<file path="src/hdl/rrl_pkg.sv">
// Package for the ranging responder link controller.
// Holds packet type codes, event codes, register indexes and the phase type.
// No dependencies.
`default_nettype none

package rrl_pkg;

  // Packet type codes
  localparam logic [7:0] TYP_CONN_REQ  = 8'h05;
  localparam logic [7:0] TYP_CONN_ACK  = 8'h06;
  localparam logic [7:0] TYP_PING      = 8'h01;
  localparam logic [7:0] TYP_PONG      = 8'h02;
  localparam logic [7:0] TYP_START     = 8'h10;
  localparam logic [7:0] TYP_START_ACK = 8'h11;
  localparam logic [7:0] TYP_STOP      = 8'h20;
  localparam logic [7:0] TYP_STOP_ACK  = 8'h21;
  localparam logic [7:0] TYP_TELEM     = 8'hAB;
  localparam logic [7:0] TYP_TELEM_REQ = 8'hAC;

  // Event codes
  localparam logic [1:0] ACT_TICK  = 2'd0;
  localparam logic [1:0] ACT_PKT   = 2'd1;
  localparam logic [1:0] ACT_RANGE = 2'd2;

  // Reported link modes
  localparam logic [1:0] MODE_SEEK  = 2'd0;
  localparam logic [1:0] MODE_LINK  = 2'd1;
  localparam logic [1:0] MODE_RANGE = 2'd2;

  // Register indexes (byte address / 4)
  localparam logic [2:0] REG_SEEK_PERIOD = 3'd0;
  localparam logic [2:0] REG_ACK_WINDOW  = 3'd1;
  localparam logic [2:0] REG_SILENCE     = 3'd2;
  localparam logic [2:0] REG_TELEM_WIN   = 3'd3;
  localparam logic [2:0] REG_STOP_WIN    = 3'd4;
  localparam logic [2:0] REG_MISS_LIMIT  = 3'd5;

  localparam logic [15:0] TIMER_MAX = 16'hFFFF;
  localparam logic [3:0]  MISS_MAX  = 4'hF;

  // Protocol phase, one-hot
  typedef enum logic [5:0] {
    PH_SEEK  = 6'b000001,
    PH_ACKW  = 6'b000010,
    PH_LINK  = 6'b000100,
    PH_RANG  = 6'b001000,
    PH_TELW  = 6'b010000,
    PH_STOPW = 6'b100000
  } phase_t;

endpackage : rrl_pkg

`default_nettype wire

</file>
<file path="src/hdl/ranging_responder_link_fsm.sv">
// Ranging responder link controller: seeking, linked and ranging phases.
// The result of an accepted request is registered in the output register.
// One request per cycle unless the output stalls; the phase update is a
// single pass of logic on the phase, timer, sequence and miss registers.
// Reset (rst_n, synchronous): seeking with a request due on the first tick,
// registers at their defaults, output register empty.
`default_nettype none

module ranging_responder_link_fsm (
  input  wire logic        clk,
  input  wire logic        rst_n,
  // request channel
  input  wire logic        in_valid,
  output logic             in_stall,
  input  wire logic [1:0]  in_action,
  input  wire logic        in_pkt_ok,
  input  wire logic [7:0]  in_pkt_type,
  input  wire logic [7:0]  in_pkt_seq,
  input  wire logic        in_range_ok,
  // result channel
  output logic             out_valid,
  input  wire logic        out_stall,
  output logic             out_send_valid,
  output logic [7:0]       out_send_type,
  output logic [7:0]       out_send_seq,
  output logic             out_start_ranging,
  output logic [1:0]       out_link_mode,
  output logic             out_link_lost,
  // configuration port
  input  wire logic        psel,
  input  wire logic        penable,
  input  wire logic        pwrite,
  input  wire logic [4:0]  paddr,
  input  wire logic [31:0] pwdata,
  output logic [31:0]      prdata,
  output logic             pready
);

  import rrl_pkg::*;

  // Configuration registers
  logic [15:0] seek_period_r, ack_window_r, silence_limit_r;
  logic [15:0] telem_window_r, stop_window_r;
  logic [3:0]  miss_limit_r;

  // Protocol state
  phase_t      phase_r, phase_nxt;
  logic [15:0] timer_r, timer_nxt;
  logic [7:0]  req_seq_r, req_seq_nxt;
  logic [3:0]  miss_r, miss_nxt;

  // Output register
  logic        out_valid_r;
  logic        send_valid_r, send_valid_nxt;
  logic [7:0]  send_type_r, send_type_nxt;
  logic [7:0]  send_seq_r, send_seq_nxt;
  logic        start_r, start_nxt;
  logic [1:0]  mode_r, mode_nxt;
  logic        lost_r, lost_nxt;

  logic        in_acc;
  logic        cfg_wr;
  logic [2:0]  cfg_idx;
  logic [15:0] timer_inc;
  logic [3:0]  miss_inc;

  assign pready  = 1'b1;
  assign cfg_idx = paddr[4:2];
  assign cfg_wr  = psel & penable & pwrite & pready;

  // Accept while the output register is empty or draining
  assign in_stall = out_valid_r & out_stall;
  assign in_acc   = in_valid & ~in_stall;

  // Write configuration registers
  always_ff @(posedge clk) begin
    if (!rst_n) begin
      seek_period_r   <= 16'd500;
      ack_window_r    <= 16'd400;
      silence_limit_r <= 16'd3000;
      telem_window_r  <= 16'd500;
      stop_window_r   <= 16'd30;
      miss_limit_r    <= 4'd5;
    end else if (cfg_wr) begin
      unique case (cfg_idx)
        REG_SEEK_PERIOD: seek_period_r   <= pwdata[15:0];
        REG_ACK_WINDOW:  ack_window_r    <= pwdata[15:0];
        REG_SILENCE:     silence_limit_r <= pwdata[15:0];
        REG_TELEM_WIN:   telem_window_r  <= pwdata[15:0];
        REG_STOP_WIN:    stop_window_r   <= pwdata[15:0];
        REG_MISS_LIMIT:  miss_limit_r    <= pwdata[3:0];
        default: ;
      endcase
    end
  end

  // Read back configuration registers
  always_comb begin
    prdata = 32'd0;
    unique case (cfg_idx)
      REG_SEEK_PERIOD: prdata = {16'd0, seek_period_r};
      REG_ACK_WINDOW:  prdata = {16'd0, ack_window_r};
      REG_SILENCE:     prdata = {16'd0, silence_limit_r};
      REG_TELEM_WIN:   prdata = {16'd0, telem_window_r};
      REG_STOP_WIN:    prdata = {16'd0, stop_window_r};
      REG_MISS_LIMIT:  prdata = {28'd0, miss_limit_r};
      default:         prdata = 32'd0;
    endcase
  end

  // Saturating increments
  assign timer_inc = (timer_r != TIMER_MAX) ? timer_r + 16'd1 : timer_r;
  assign miss_inc  = (miss_r != MISS_MAX) ? miss_r + 4'd1 : miss_r;

  // Phase update for one event
  always_comb begin
    phase_nxt      = phase_r;
    timer_nxt      = timer_r;
    req_seq_nxt    = req_seq_r;
    miss_nxt       = miss_r;
    send_valid_nxt = 1'b0;
    send_type_nxt  = 8'd0;
    send_seq_nxt   = 8'd0;
    start_nxt      = 1'b0;
    lost_nxt       = 1'b0;

    if (in_action == ACT_TICK || in_action == ACT_PKT || in_action == ACT_RANGE) begin
      unique case (phase_r)
        PH_LINK: begin
          if (in_action == ACT_TICK) begin
            timer_nxt = timer_inc;
          end
          // drop on silence, else refresh on any good packet
          if (timer_nxt > silence_limit_r) begin
            phase_nxt = PH_SEEK;
            timer_nxt = TIMER_MAX;
            miss_nxt  = 4'd0;
            lost_nxt  = 1'b1;
          end else if (in_action == ACT_PKT && in_pkt_ok) begin
            timer_nxt = 16'd0;
            miss_nxt  = 4'd0;
            if (in_pkt_type == TYP_PING) begin
              send_valid_nxt = 1'b1;
              send_type_nxt  = TYP_PONG;
              send_seq_nxt   = in_pkt_seq;
            end else if (in_pkt_type == TYP_START) begin
              send_valid_nxt = 1'b1;
              send_type_nxt  = TYP_START_ACK;
              send_seq_nxt   = in_pkt_seq;
              phase_nxt      = PH_RANG;
              start_nxt      = 1'b1;
            end
          end
        end
        PH_RANG: begin
          if (in_action == ACT_RANGE) begin
            if (!in_range_ok) begin
              if (miss_inc >= miss_limit_r) begin
                phase_nxt = PH_SEEK;
                timer_nxt = TIMER_MAX;
                miss_nxt  = 4'd0;
                lost_nxt  = 1'b1;
              end else begin
                miss_nxt  = miss_inc;
                start_nxt = 1'b1;
              end
            end else begin
              miss_nxt  = 4'd0;
              phase_nxt = PH_TELW;
              timer_nxt = 16'd0;
            end
          end
        end
        PH_TELW: begin
          if (in_action == ACT_TICK) begin
            timer_nxt = timer_inc;
            if (timer_inc >= telem_window_r) begin
              phase_nxt = PH_STOPW;
              timer_nxt = 16'd0;
            end
          end else if (in_action == ACT_PKT) begin
            if (in_pkt_ok && in_pkt_type == TYP_TELEM_REQ) begin
              send_valid_nxt = 1'b1;
              send_type_nxt  = TYP_TELEM;
            end
            phase_nxt = PH_STOPW;
            timer_nxt = 16'd0;
          end
        end
        PH_STOPW: begin
          if (in_action == ACT_TICK) begin
            timer_nxt = timer_inc;
            if (timer_inc >= stop_window_r) begin
              phase_nxt = PH_RANG;
              start_nxt = 1'b1;
            end
          end else if (in_action == ACT_PKT) begin
            if (in_pkt_ok && in_pkt_type == TYP_STOP) begin
              send_valid_nxt = 1'b1;
              send_type_nxt  = TYP_STOP_ACK;
              send_seq_nxt   = in_pkt_seq;
              phase_nxt      = PH_LINK;
              timer_nxt      = 16'd0;
              miss_nxt       = 4'd0;
            end else begin
              phase_nxt = PH_RANG;
              start_nxt = 1'b1;
            end
          end
        end
        PH_ACKW: begin
          if (in_action == ACT_TICK) begin
            timer_nxt = timer_inc;
            // window over: fall back to seeking, maybe resend on this tick
            if (timer_inc >= ack_window_r) begin
              phase_nxt = PH_SEEK;
              if (timer_inc >= seek_period_r) begin
                send_valid_nxt = 1'b1;
                send_type_nxt  = TYP_CONN_REQ;
                send_seq_nxt   = req_seq_r;
                req_seq_nxt    = req_seq_r + 8'd1;
                timer_nxt      = 16'd0;
                phase_nxt      = PH_ACKW;
              end
            end
          end else if (in_action == ACT_PKT) begin
            if (in_pkt_ok && in_pkt_type == TYP_CONN_ACK) begin
              phase_nxt = PH_LINK;
              timer_nxt = 16'd0;
              miss_nxt  = 4'd0;
            end else begin
              phase_nxt = PH_SEEK;
            end
          end
        end
        default: begin
          // seeking idle; unknown codes land here too
          phase_nxt = PH_SEEK;
          if (in_action == ACT_TICK) begin
            timer_nxt = timer_inc;
            if (timer_inc >= seek_period_r) begin
              send_valid_nxt = 1'b1;
              send_type_nxt  = TYP_CONN_REQ;
              send_seq_nxt   = req_seq_r;
              req_seq_nxt    = req_seq_r + 8'd1;
              timer_nxt      = 16'd0;
              phase_nxt      = PH_ACKW;
            end
          end
        end
      endcase
    end else begin
      // unused event code: normalize an unknown phase only
      if (phase_r != PH_ACKW && phase_r != PH_LINK && phase_r != PH_RANG &&
          phase_r != PH_TELW && phase_r != PH_STOPW) begin
        phase_nxt = PH_SEEK;
      end
    end

    // Report mode after the event
    if (phase_nxt == PH_LINK) begin
      mode_nxt = MODE_LINK;
    end else if (phase_nxt == PH_RANG || phase_nxt == PH_TELW || phase_nxt == PH_STOPW) begin
      mode_nxt = MODE_RANGE;
    end else begin
      mode_nxt = MODE_SEEK;
    end
  end

  // Advance protocol state on each accepted request
  always_ff @(posedge clk) begin
    if (!rst_n) begin
      phase_r   <= PH_SEEK;
      timer_r   <= TIMER_MAX;
      req_seq_r <= 8'd0;
      miss_r    <= 4'd0;
    end else if (in_acc) begin
      phase_r   <= phase_nxt;
      timer_r   <= timer_nxt;
      req_seq_r <= req_seq_nxt;
      miss_r    <= miss_nxt;
    end
  end

  // Hold result until taken
  always_ff @(posedge clk) begin
    if (!rst_n) begin
      out_valid_r <= 1'b0;
    end else if (in_acc) begin
      out_valid_r <= 1'b1;
    end else if (!out_stall) begin
      out_valid_r <= 1'b0;
    end
  end

  always_ff @(posedge clk) begin
    if (in_acc) begin
      send_valid_r <= send_valid_nxt;
      send_type_r  <= send_type_nxt;
      send_seq_r   <= send_seq_nxt;
      start_r      <= start_nxt;
      mode_r       <= mode_nxt;
      lost_r       <= lost_nxt;
    end
  end

  assign out_valid         = out_valid_r;
  assign out_send_valid    = send_valid_r;
  assign out_send_type     = send_type_r;
  assign out_send_seq      = send_seq_r;
  assign out_start_ranging = start_r;
  assign out_link_mode     = mode_r;
  assign out_link_lost     = lost_r;

endmodule : ranging_responder_link_fsm

`default_nettype wire
</file>
<file path="config.mk">
export PLATFORM = sky130hd
export DESIGN_NAME = ranging_responder_link_fsm
export DESIGN_NICKNAME = d
export VERILOG_FILES = /design/src/hdl/rrl_pkg.sv /design/src/hdl/ranging_responder_link_fsm.sv
export SDC_FILE = /design/constraint.sdc
export NUM_CORES = 1
export LEC_CHECK = 0
export BUFFER_PORTS_ARGS = -buffer_cell sky130_fd_sc_hd__buf_2
export CELL_PAD_IN_SITES_DETAIL_PLACEMENT = 0
export CELL_PAD_IN_SITES_GLOBAL_PLACEMENT = 1
export CORE_MARGIN = 2
export CORE_UTILIZATION = 44
export DETAILED_ROUTE_END_ITERATION = 10
export GPL_TIMING_DRIVEN = 0
export PLACE_DENSITY = 0.88
export SLEW_MARGIN = 0
export SYNTH_ARGS = -nofsm -noshare
export SYNTH_HDL_FRONTEND = slang
export SYNTH_SLANG_ARGS = --single-unit
</file>
<file path="constraint.sdc">
create_clock -name clk -period 5 [get_ports clk]
set_input_delay 1.5 -clock clk [delete_from_list [all_inputs] [get_ports clk]]
set_output_delay 1.5 -clock clk [all_outputs]
set_load 0.02 [all_outputs]
</file>
# After elaboration in Yosys (flattened, before gate mapping)
# Cells that the tools add are included.
[totals]
reg_bits = 140
inputBits = 64
output_inout_bits = 56
[op_classes]
n_addsub = 3
magnitude_cmp = 6
n_eq_ne = 44
mux = 125
bitwise = 6
n_reduce_logical = 27
[ops]
columns = ["op", "count"]
rows = [
  ["two-way mux 16 bit", 21],
  ["two-way mux 8 bit", 18],
  ["two-way mux 6 bit", 21],
  ["case mux 16 bit (6 select lines)", 1],
  ["case mux 16 bit (5 select lines)", 1],
  ["greater-or-equal comparator 16 bit", 4],
  ["two-way mux 4 bit", 13],
  ["case mux 8 bit (5 select lines)", 1],
  ["case mux 8 bit (4 select lines)", 1],
  ["two-way mux 1 bit", 30],
  ["case mux 6 bit (5 select lines)", 1],
  ["inequality test 3 bit, second input constant", 7],
  ["two-way mux 5 bit", 4],
  ["adder 16 x 1 -> 16 bit, second input constant", 1],
  ["> comparator 16 bit", 1],
  ["inequality test 16 bit, second input constant", 1],
  ["inequality test 2 bit, second input constant", 8],
  ["case mux 4 bit (4 select lines)", 1],
  ["case mux 8 bit (2 select lines)", 1],
  ["two-way mux 3 bit", 5],
  ["== test 6 x 3 -> 1 bit, second input constant", 2],
  ["== test 6 x 4 -> 1 bit, second input constant", 2],
  ["== test 6 x 5 -> 1 bit, second input constant", 2],
  ["== test 6 bit, second input constant", 2],
  ["other kinds (39)", 62],
]

# Depth between registers and ports, before layout
# Gate-level depths: netlist of the first run.
[logic_depth]
depth_word = 13
mapped_depth = 20
depth_no_buf = 17

# Worst setup path after synthesis of the first run
# OpenSTA, ideal clock, no wires.
[synth_path]
path_kind = "input -> register"
startpoint = "in in_action[1]"
endpoint = "reg miss_r[0]"
arrival_time_ns = 4.532
required_time_ns = 4.930
slack_ns = 0.398
path_stages = 13
cell_sequence = "clkbuf_1 nor2_2 clkbuf_1 nand4_1 xnor2_1 ha_1 and4_1 nand4_1 a21o_1 a41oi_1 o2111ai_1 or4b_1 a21boi_1"
[synth_via]
elab_chain_cells = 7
elab_cells_between_ends = 19
[synth_rtl]
columns = ["item", "line_no", "source"]
rows = [
  ["start, declared", "ranging_responder_link_fsm.sv:15", "input wire logic [1:0] in_action,"],
  ["zero test 2 bit", "n/a", ""],
  ["two-way mux 16 bit", "ranging_responder_link_fsm.sv:130", "if (in_action == ACT_TICK) begin"],
  ["two-way mux 16 bit", "ranging_responder_link_fsm.sv:128", "unique case (phase_r)"],
  ["two-way mux 16 bit", "ranging_responder_link_fsm.sv:127", "if (in_action == ACT_TICK || in_action == ACT_PKT || in_action == ACT_RANGE) begin"],
  ["> comparator 16 bit", "ranging_responder_link_fsm.sv:134", "if (timer_nxt > silence_limit_r) begin"],
  ["inequality test 3 bit (no source line) / two-way mux 4 bit (equally long branches)", "n/a", ""],
  ["AND reduction 11 bit (no source line) / case mux 4 bit (4 select lines) (equally long branches)", "n/a", ""],
  ["end signal, assigned", "ranging_responder_link_fsm.sv:281", "miss_r <= miss_nxt;"],
  ["end, declared", "ranging_responder_link_fsm.sv:50", "logic [3:0] miss_r, miss_nxt;"],
]
# Several ways; a longest one is shown, not always the timed one. The select of a mux whose other input is x is not followed.
# A chain may end at the register's enable or synchronous reset.

# Worst setup path after layout of the first run
[layout_path]
startpoint = "reg timer_r[1]"
endpoint = "reg timer_r[3]"
[layout_via]
elab_chain_cells = 8
elab_cells_between_ends = 20
[layout_rtl]
columns = ["item", "line_no", "source"]
rows = [
  ["start, declared", "ranging_responder_link_fsm.sv:48", "logic [15:0] timer_r, timer_nxt;"],
  ["start signal, assigned", "ranging_responder_link_fsm.sv:279", "timer_r <= timer_nxt;"],
  ["adder 16 x 1 -> 16 bit / inequality test 16 bit (equally long branches)", "ranging_responder_link_fsm.sv:112", "assign timer_inc = (timer_r != TIMER_MAX) ? timer_r + 16'd1 : timer_r;"],
  ["two-way mux 16 bit", "ranging_responder_link_fsm.sv:112", ""],
  ["two-way mux 16 bit", "ranging_responder_link_fsm.sv:130", ""],
  ["two-way mux 16 bit", "ranging_responder_link_fsm.sv:128", ""],
  ["two-way mux 16 bit", "ranging_responder_link_fsm.sv:127", ""],
  ["> comparator 16 bit / two-way mux 16 bit (equally long branches)", "ranging_responder_link_fsm.sv:134, ranging_responder_link_fsm.sv:139", ""],
  ["two-way mux 16 bit", "ranging_responder_link_fsm.sv:134", ""],
  ["case mux 16 bit (5 select lines) *", "ranging_responder_link_fsm.sv:128", ""],
]
# Every way passes the cells marked *; elsewhere a longest branch is shown, timed or not. The select of a mux whose other input is x is not followed.

==> results of run 1 <==
-- timing repair --
| item | CTS | global route |
|---|---|---|
| gates cloned | 0 | 0 |
| pin swaps | 0 | 2 |
| endpoints found under the setup margin | 48 | 48 |
| setup buffers | 2 | 4 |
| resized for setup | 13 | 23 |
-- cell type report --
type	count	area [µm²]
plain buffers	86	428
well taps	280	350
fillers	2078	10500
multi-input cells	905	6090
inverters	93	349
clock inverters	13	165
flip-flops and latches	138	2950
repair buffers	89	460
clock buffers	18	439
-- critical path: stages (launching register included) --
cell and delay (ps):
sky130_fd_sc_hd__dfxtp_1 460, sky130_fd_sc_hd__ha_1 280, sky130_fd_sc_hd__and2_1 290, sky130_fd_sc_hd__nand3_1 230, sky130_fd_sc_hd__or2_2 340, sky130_fd_sc_hd__clkbuf_1 260
sky130_fd_sc_hd__mux2i_2 370, sky130_fd_sc_hd__inv_1 220, sky130_fd_sc_hd__ha_1 320, sky130_fd_sc_hd__a2111o_1 390, sky130_fd_sc_hd__a21oi_1 350, sky130_fd_sc_hd__o211ai_1 300
sky130_fd_sc_hd__clkbuf_2 290, sky130_fd_sc_hd__nand2_1 170, sky130_fd_sc_hd__o21ai_0 100, sky130_fd_sc_hd__or2_2 280, sky130_fd_sc_hd__a31oi_1 150
-- cells in the final DEF, fill, tap and decap left out, types with 5 or more instances in the layout --
cell and count:
sky130_fd_sc_hd__a21oi_1 64, sky130_fd_sc_hd__mux2_2 5, sky130_fd_sc_hd__and3_1 13, sky130_fd_sc_hd__a21boi_0 44
sky130_fd_sc_hd__a211oi_1 5, sky130_fd_sc_hd__o21ai_0 51, sky130_fd_sc_hd__a21o_1 7, sky130_fd_sc_hd__nor4_1 5
sky130_fd_sc_hd__nor3_1 15, sky130_fd_sc_hd__mux2i_1 17, sky130_fd_sc_hd__nand2b_1 14, sky130_fd_sc_hd__a31oi_1 6
sky130_fd_sc_hd__a22oi_1 18, sky130_fd_sc_hd__o21a_1 8, sky130_fd_sc_hd__and4_1 7, sky130_fd_sc_hd__o211ai_1 36
sky130_fd_sc_hd__clkbuf_16 17, sky130_fd_sc_hd__o22ai_1 16, sky130_fd_sc_hd__inv_1 93, sky130_fd_sc_hd__buf_2 90
sky130_fd_sc_hd__nand2_1 211, sky130_fd_sc_hd__dfxtp_1 118, sky130_fd_sc_hd__nand3_1 27, sky130_fd_sc_hd__conb_1 18
sky130_fd_sc_hd__nor2b_1 15, sky130_fd_sc_hd__and2_1 11, sky130_fd_sc_hd__nand4_1 18, sky130_fd_sc_hd__clkbuf_2 8
sky130_fd_sc_hd__edfxtp_1 19, sky130_fd_sc_hd__clkbuf_1 47, sky130_fd_sc_hd__ha_1 87, sky130_fd_sc_hd__nor2_1 48
sky130_fd_sc_hd__xnor2_1 13, sky130_fd_sc_hd__xor2_1 11, sky130_fd_sc_hd__o31ai_1 7, sky130_fd_sc_hd__buf_4 27
sky130_fd_sc_hd__nand3b_1 7, sky130_fd_sc_hd__a22o_1 11
-- how the worst min path moves through the flow --
stage                                 endpoint                            start  slack (ps)
6_report       silence_limit_r[1]$_SDFFE_PN0P_  silence_limit_r[1]$_SDFFE_PN0P_         470
5_1_grt         seek_period_r[13]$_SDFFE_PN0P_   seek_period_r[13]$_SDFFE_PN0P_         490
4_1_cts         stop_window_r[12]$_SDFFE_PN0P_   stop_window_r[12]$_SDFFE_PN0P_         470
3_5_place_dp   silence_limit_r[1]$_SDFFE_PN0P_  silence_limit_r[1]$_SDFFE_PN0P_         460
3_3_place_gp   silence_limit_r[1]$_SDFFE_PN0P_  silence_limit_r[1]$_SDFFE_PN0P_         450
2_1_floorplan   seek_period_r[13]$_SDFFE_PN0P_   seek_period_r[13]$_SDFFE_PN0P_         440
-- Yosys cell counts (5+ instances only) --
| cell type | count | share of area, % |
|---|---|---|
| sky130_fd_sc_hd__buf_1 | 6 | 0.23 |
| sky130_fd_sc_hd__buf_2 | 7 | 0.36 |
| sky130_fd_sc_hd__nor4_1 | 5 | 0.32 |
| sky130_fd_sc_hd__inv_1 | 93 | 3.6 |
| sky130_fd_sc_hd__buf_4 | 21 | 1.6 |
| sky130_fd_sc_hd__xnor2_1 | 17 | 1.5 |
| sky130_fd_sc_hd__and4_1 | 7 | 0.64 |
| sky130_fd_sc_hd__nand3b_1 | 7 | 0.54 |
| sky130_fd_sc_hd__o22ai_1 | 16 | 1.0 |
| sky130_fd_sc_hd__and2_1 | 11 | 0.71 |
| sky130_fd_sc_hd__nand2_1 | 211 | 8.2 |
| sky130_fd_sc_hd__a211oi_1 | 5 | 0.39 |
| sky130_fd_sc_hd__and3_1 | 13 | 0.84 |
| sky130_fd_sc_hd__a21oi_1 | 66 | 3.4 |
| sky130_fd_sc_hd__nor2_1 | 48 | 1.9 |
| sky130_fd_sc_hd__ha_1 | 87 | 11 |
| sky130_fd_sc_hd__o21ai_0 | 53 | 2.8 |
| sky130_fd_sc_hd__mux2i_1 | 18 | 1.9 |
| sky130_fd_sc_hd__a21boi_0 | 44 | 3.4 |
| sky130_fd_sc_hd__nor2b_1 | 15 | 0.97 |
| sky130_fd_sc_hd__mux2_2 | 5 | 0.58 |
| sky130_fd_sc_hd__nand4_1 | 18 | 1.2 |
| sky130_fd_sc_hd__o211ai_1 | 36 | 2.8 |
| sky130_fd_sc_hd__a22o_1 | 11 | 1.0 |
| sky130_fd_sc_hd__a22oi_1 | 18 | 1.4 |
| sky130_fd_sc_hd__o21a_1 | 8 | 0.62 |
| sky130_fd_sc_hd__xor2_1 | 13 | 1.2 |
| sky130_fd_sc_hd__edfxtp_1 | 19 | 5.9 |
| sky130_fd_sc_hd__nand2b_1 | 14 | 0.91 |
| sky130_fd_sc_hd__nand3_1 | 27 | 1.4 |
| sky130_fd_sc_hd__a31oi_1 | 6 | 0.39 |
| sky130_fd_sc_hd__o31ai_1 | 8 | 0.62 |
| sky130_fd_sc_hd__a21o_1 | 7 | 0.54 |
| sky130_fd_sc_hd__nor3_1 | 15 | 0.78 |
| sky130_fd_sc_hd__clkbuf_1 | 58 | 2.3 |
| sky130_fd_sc_hd__dfxtp_1 | 119 | 25 |
-- through the flow --
step	instance area (µm²)	total power, mW	utilization [%]	instances	worst slack [ps]
global route	11200	3.97	51.8	1622	-56.3
finish	11200	3.77	51.8	1622	123
CTS	11100	3.71	51.3	1622	3.57
detailed placement	10500	2.35	48.3	1592	-815
floorplan	9700	2.01	-	1229	398
global placement	10500	2.33	48.3	1592	-884
-- power groups by stage --
| stage | Combinational, mW | Sequential (mW) | Clock [mW] |
|---|---|---|---|
| after detailed placement | 1.16 | 1.19 | 0 |
| after floorplan | 0.805 | 1.20 | 0 |
| after CTS | 1.19 | 1.18 | 1.34 |
| after global routing | 1.39 | 1.18 | 1.39 |
| after global placement | 1.13 | 1.19 | 0 |
| final | 1.25 | 1.18 | 1.34 |
-- logic make-up after synthesis --
family,after synthesis
simple gates,420
buf+inv,186
fa+ha+maj,87
other cells,2
compound gates,325
mux,25
xor+xnor,30
flops,138
-- routing by layer --
layer	wire length, µm	track usage [%]	up-vias
met3	2290	4.71	57
met1	14200	37.5	4417
met4	880	9.21	0
met5	0	0	-
li1	-	-	4509
met2	14400	43.3	343
-- state kept, by name, indices dropped and copies added (netlist names), 2 cells and up --
register / flops
ack_window_r: 16
stop_window_r: 16
miss_limit_r: 4
miss_r: 4
out_send_seq: 8
silence_limit_r: 16
timer_r: 16
seek_period_r: 16
out_link_mode: 2
req_seq_r: 8
out_send_type: 6
phase_r: 6
telem_window_r: 16
==> metrics.md, run 1 <==
| Metric | Value |
|---|---|
| Area share of and/or/nand/nor cells after synthesis | 21.1% |
| Antenna-violating nets left | 0 |
| Post-route clock period utilization | 97.5% |
| Tightest Pin Transition | 980 ps |
| Sequential cell fraction of total power | 31.3% |
| Multiplexer share of the synthesized area | 2.92% |
| Top achievable clock speed | 205 MHz |
| Number of flops mapped to enable cells by yosys | 19 |
| Pre-antenna DRT Iters | 5 |
| Final setup violation count | 0 |
| Area growth syn-to-layout | 16.5% |
| Ys flop type | sky130_fd_sc_hd__dfxtp_1 |
| Ports | 120 |
| Compound-gate portion of the synthesized area | 23.0% |
| Number of cells produced by synthesis | 1213 |
| Main combinational cell family by area after synthesis | compound AO/OA/AOI/OAI gates |
| Number of core rows | 54 |
| TritonCTS clock tree | done |
| Crit Path Category | flop to flop |
| PD cells | 336 nW/µm² |
| Syn avg cell area | 7.95 µm² |
| Critical path data arrival time | 5230 ps |
| Kind of path behind the tightest hold check | flop to flop |
| Warnings from Yosys | 0 |
| Combinational share of power | 33.2% |
| Pin count of the biggest net entering global routing | 29 |
| Count of final max-slew check failures | 0 |
| Async set or reset register ratio after synthesis | 0% |
| Sort of element at the end of the critical path | flop |
| Clk sinks | 138 |
| Kind of start point of the critical path | flop |
| Capture point of the worst path | timer_r[3]$_SDFFE_PN1P_ |
| Register-to-register setup slack | 120 ps |
| Detail-routed via count per cell | 5.75 |
| Insertion delay of the later-clocked pin in the worst-skew pair | 440 ps |
| Largest driver fanout on the critical path | 10 |
| Max rail drop VDD | 210 µV |
| Buffer type at the clock tree root | sky130_fd_sc_hd__clkbuf_16 |
| Static Leakage | 4.54 nW |
| Hold Violations, Final | 0 |
| Proportion of total power due to net switching | 35.5% |
| Initial Util | 44.5% |
| Vertical extent of the die | 152 µm |
| Register bit total from synthesis | 138 |
| Unrepaired setup endpoints after global routing | yes |
| Worst clock skew | 14.2 ps |
| Outcome | finished clean |
| Hold Path Stages | 2 |
| Die outline area | 23100 µm² |
| Number of violations of the max-capacitance limit | 0 |
| Clock buffer count from CTS | 17 |
| Buffers from clock root to sink, at most | 2 |
| Parity-gate share of the synthesized area counting xor and xnor cells | 2.72% |
| Number of global-route vias before repair | 8885 |
| Placer's final routability congestion estimate | 0.950 |
| Synthesized area | 9640 µm² |
| Layout cell share with drive strength beyond 1 | 14.8% |
| Detailed-route DRC error count | 0 |
| Reg-to-reg startpoint | timer_r[1]$_SDFFE_PN1P_ |
| Width of the die | 152 µm |
| Reg-to-Reg End | timer_r[3]$_SDFFE_PN1P_ |
| Starting DRT DRC Count | 948 |
| Share of synthesized cell area in full adder, half adder and majority cells | 11.3% |
| Data required time at the worst endpoint | 5360 ps |
| Sequential cell area fraction in the yosys report | 30.6% |
| Number of antenna repair diodes | 0 |
| Count of hold-fix buffers inserted at cts | 0 |
| Total GRT Usage | 27.2% |
| Time the worst path needs with I/O delays and setup | 4880 ps |
| Core Footprint | 21700 µm² |
| Cell variety after synth | 79 |
| Net load switching power | 1.34 mW |
| Via count | 9326 |
| Layout net count | 1481 |
| Normalized max-slew margin | 34.4% |
| Antenna violations before repair | 0 |
| Worst hold margin | 468 ps |
| Post-route setup TNS | 0 ps |
| Placed wire-length estimate after detailed placement | 24000 µm |
| Count of H-tree levels built during CTS | 4 |
| Total wirelength of the detailed-routed design | 31700 µm |
| # port buffers | 83 |
| Overflow left after global routing | 0 |
| Global-route wire length before repair | 49700 µm |
| Cells on worst reg2reg path | 16 |
| Worst Setup SP | timer_r[1]$_SDFFE_PN1P_ |
| Part of the total power dissipated in the clock network | 35.5% |
| Cell internal power dissipation | 2.43 mW |
| Clk pin slew, worst setup/hold paths | 70 ps |
| Average wire length per cell after detail routing | 19.6 µm |
(Power assumes the default switching activity.)
==> inputs of run 2 (changes only) <==
--- a/config.mk
+++ b/config.mk
@@ -12,7 +12,8 @@
 export CORE_UTILIZATION = 44
 export DETAILED_ROUTE_END_ITERATION = 10
 export GPL_TIMING_DRIVEN = 0
-export PLACE_DENSITY = 0.88
+export HOLD_SLACK_MARGIN = 0.08
+export PLACE_DENSITY = 0.79
 export SLEW_MARGIN = 0
 export SYNTH_ARGS = -nofsm -noshare
 export SYNTH_HDL_FRONTEND = slang
==> run 2 against run 1 <==
Against the previous run:
- cell count decreased by 0.18%
- clock power up 4%
- worst hold slack worse by 0.94 ps
- highest routed layer unchanged
==> metrics.md, run 2 (synthesis gave the netlist of run 1 again) <==
| Metric | Value |
|---|---|
| Outcome | finished clean |
| Count of H-tree levels built during CTS | 4 |
| Chain of cells forming the critical path | buf_2 -> clkbuf_1 -> nor2_1 -> a22oi_1 -> o22ai_1 -> buf_2 |
| Unrepaired setup endpoints after global routing | no |
| Number of antenna repair diodes | 0 |
| Vertical extent of the die | 152 µm |
| Number of global-route vias before repair | 8653 |
| Max rail drop VDD | 237 µV |
| Normalized max-slew margin | 22.9% |
| Initial Util | 44.5% |
| Crit Path Category | input port to output port |
| Sort of element at the end of the critical path | output port |
| Hold Violations, Final | 0 |
| Clk pin slew, worst setup/hold paths | 60 ps |
| # port buffers | 83 |
| Kind of start point of the critical path | input port |
| Detailed-route DRC error count | 0 |
| Largest driver fanout on the critical path | 10 |
| Overflow left after global routing | 0 |
| Cell repeated most along the worst path | sky130_fd_sc_hd__buf_2 |
| Placer's final routability congestion estimate | 0.924 |
| PD cells | 341 nW/µm² |
| Critical path data arrival time | 3490 ps |
| Buffer type at the clock tree root | sky130_fd_sc_hd__clkbuf_16 |
| Cell with the largest stage delay on the worst path | sky130_fd_sc_hd__nor2_1 |
| Util after Layout | 51.9% |
| Power Total | 3.84 mW |
| Final setup violation count | 0 |
| Die outline area | 23100 µm² |
| Count of buffer and inverter cells on the critical path | 3 |
| Layout cell share with drive strength beyond 1 | 15.1% |
| Layout net count | 1477 |
| Time the worst path needs with I/O delays and setup | 4990 ps |
| Placed wire-length estimate after detailed placement | 24700 µm |
| Worst hold margin | 467 ps |
| Count of hold-fix buffers inserted at cts | 0 |
| Detail-routed via count per cell | 5.76 |
| Global-route wire length before repair | 50500 µm |
| Pin count of the biggest net entering global routing | 29 |
| Width of the die | 152 µm |
| Average wire length per cell after detail routing | 20.4 µm |
| Clock buffer count from CTS | 17 |
| Clk sinks | 138 |
| Tightest Pin Transition | 1150 ps |
| Register-to-register setup slack | 280 ps |
| Commonest non-fill, non-tap cell in the layout | sky130_fd_sc_hd__nand2_1 |
| Number of violations of the max-capacitance limit | 0 |
| Ports | 120 |
| Pre-antenna DRT Iters | 6 |
| Insertion delay of the later-clocked pin in the worst-skew pair | 440 ps |
| Via count | 9323 |
| Total wirelength of the detailed-routed design | 33000 µm |
| Kind of cell adding the most delay to the critical path | simple AND/OR/NAND/NOR gates |
| Core Footprint | 21700 µm² |
| Starting DRT DRC Count | 850 |
| TritonCTS clock tree | done |
| Area growth syn-to-layout | 16.7% |
| Data required time at the worst endpoint | 3500 ps |
| Commonest cells after routing, fill and taps aside | 211 x sky130_fd_sc_hd__nand2_1, 117 x sky130_fd_sc_hd__dfxtp_1, 93 x sky130_fd_sc_hd__inv_1 |
| Total GRT Usage | 28.1% |
| Kind of path behind the tightest hold check | flop to flop |
| Top achievable clock speed | 201 MHz |
| Antenna-violating nets left | 0 |
| Worst clock skew | 12.5 ps |
| Post-route clock period utilization | 99.7% |
| Antenna violations before repair | 0 |
| Count of final max-slew check failures | 0 |
| Number of core rows | 54 |
| CP peak stage delay | 930 ps |
| Static Leakage | 4.55 nW |
| Buffers from clock root to sink, at most | 2 |
==> run 2: cell count changes in the layout (fill, tap and decap cells not counted), sizes merged <==
| cell | change |
|---|---|
| inv | -2 |
| clkinvlp | -2 |
| clkinv | +2 |
| buf | -1 |
==> run 2: per-stage QoR <==
| step | setup TNS [ps] | setup WS (ps) | instances | area [µm²] |
|---|---|---|---|---|
| 2_1_floorplan | 0 | 398 | 1229 | 9700 |
| 3_3_place_gp | -26060 | -886 | 1592 | 10500 |
| 3_5_place_dp | -23260 | -835 | 1592 | 10500 |
| 4_1_cts | 0 | 18.2 | 1620 | 11200 |
| 5_1_grt | 0 | 6.28 | 1619 | 11300 |
| 6_report | 0 | 14.8 | 1619 | 11300 |
==> run 2: final timing paths <==
kind                                                      from                             end  cells past startpoint
worst max-delay path                                  paddr[2]                       prdata[8]                      6
worst min-delay path            seek_period_r[13]$_SDFFE_PN0P_  seek_period_r[13]$_SDFFE_PN0P_                      2
worst max register to register         timer_r[1]$_SDFFE_PN1P_        timer_r[10]$_SDFFE_PN1P_                     17
worst min register to register  seek_period_r[13]$_SDFFE_PN0P_  seek_period_r[13]$_SDFFE_PN0P_                      2
==> run 2: timing repair <==
action	4_1_cts	5_1_grt
setup endpoints to repair	51	38
setup buffers	0	4
pin swaps	0	2
resized for setup	20	25
==> run 2: routing by layer <==
layer | vias to the layer above | share of wire, % | wire length [µm] | track usage, %
met5 | - | 0 | 0 | 0
met4 | 0 | 2.4 | 789 | 8.90
met3 | 49 | 6.7 | 2210 | 4.73
met2 | 362 | 45 | 14800 | 43.9
met1 | 4401 | 46 | 15200 | 39.6
li1 | 4511 | - | - | -
==> run 2: worst register-to-register path: cells and delay by family, from the launching register on <==
family	cells	cell delay, ps
adder cells (fa/ha/maj)	2	580
AND/OR/NAND/NOR	7	1420
flip-flops	1	490
XOR/XNOR	1	190
buffers and inverters	2	340
AO/OA/AOI/OAI	5	1580
==> run 2: layout make-up <==
class	count	area, µm²
fill	2157	10400
multi-input combinational	905	6100
sequential	138	2960
clock buffer	21	482
timing repair buffer	87	445
buffer	84	423
tap	280	350
inverter	93	349
clock inverter	11	156
==> run 2: report_power, final <==
| part | internal [mW] | switching, mW | leakage, nW | total, mW |
|---|---|---|---|---|
| Sequential | 1.15 | 0.0282 | 1.16 | 1.18 |
| Combinational | 0.475 | 0.791 | 3.09 | 1.27 |
| Clock | 0.848 | 0.549 | 0.313 | 1.40 |
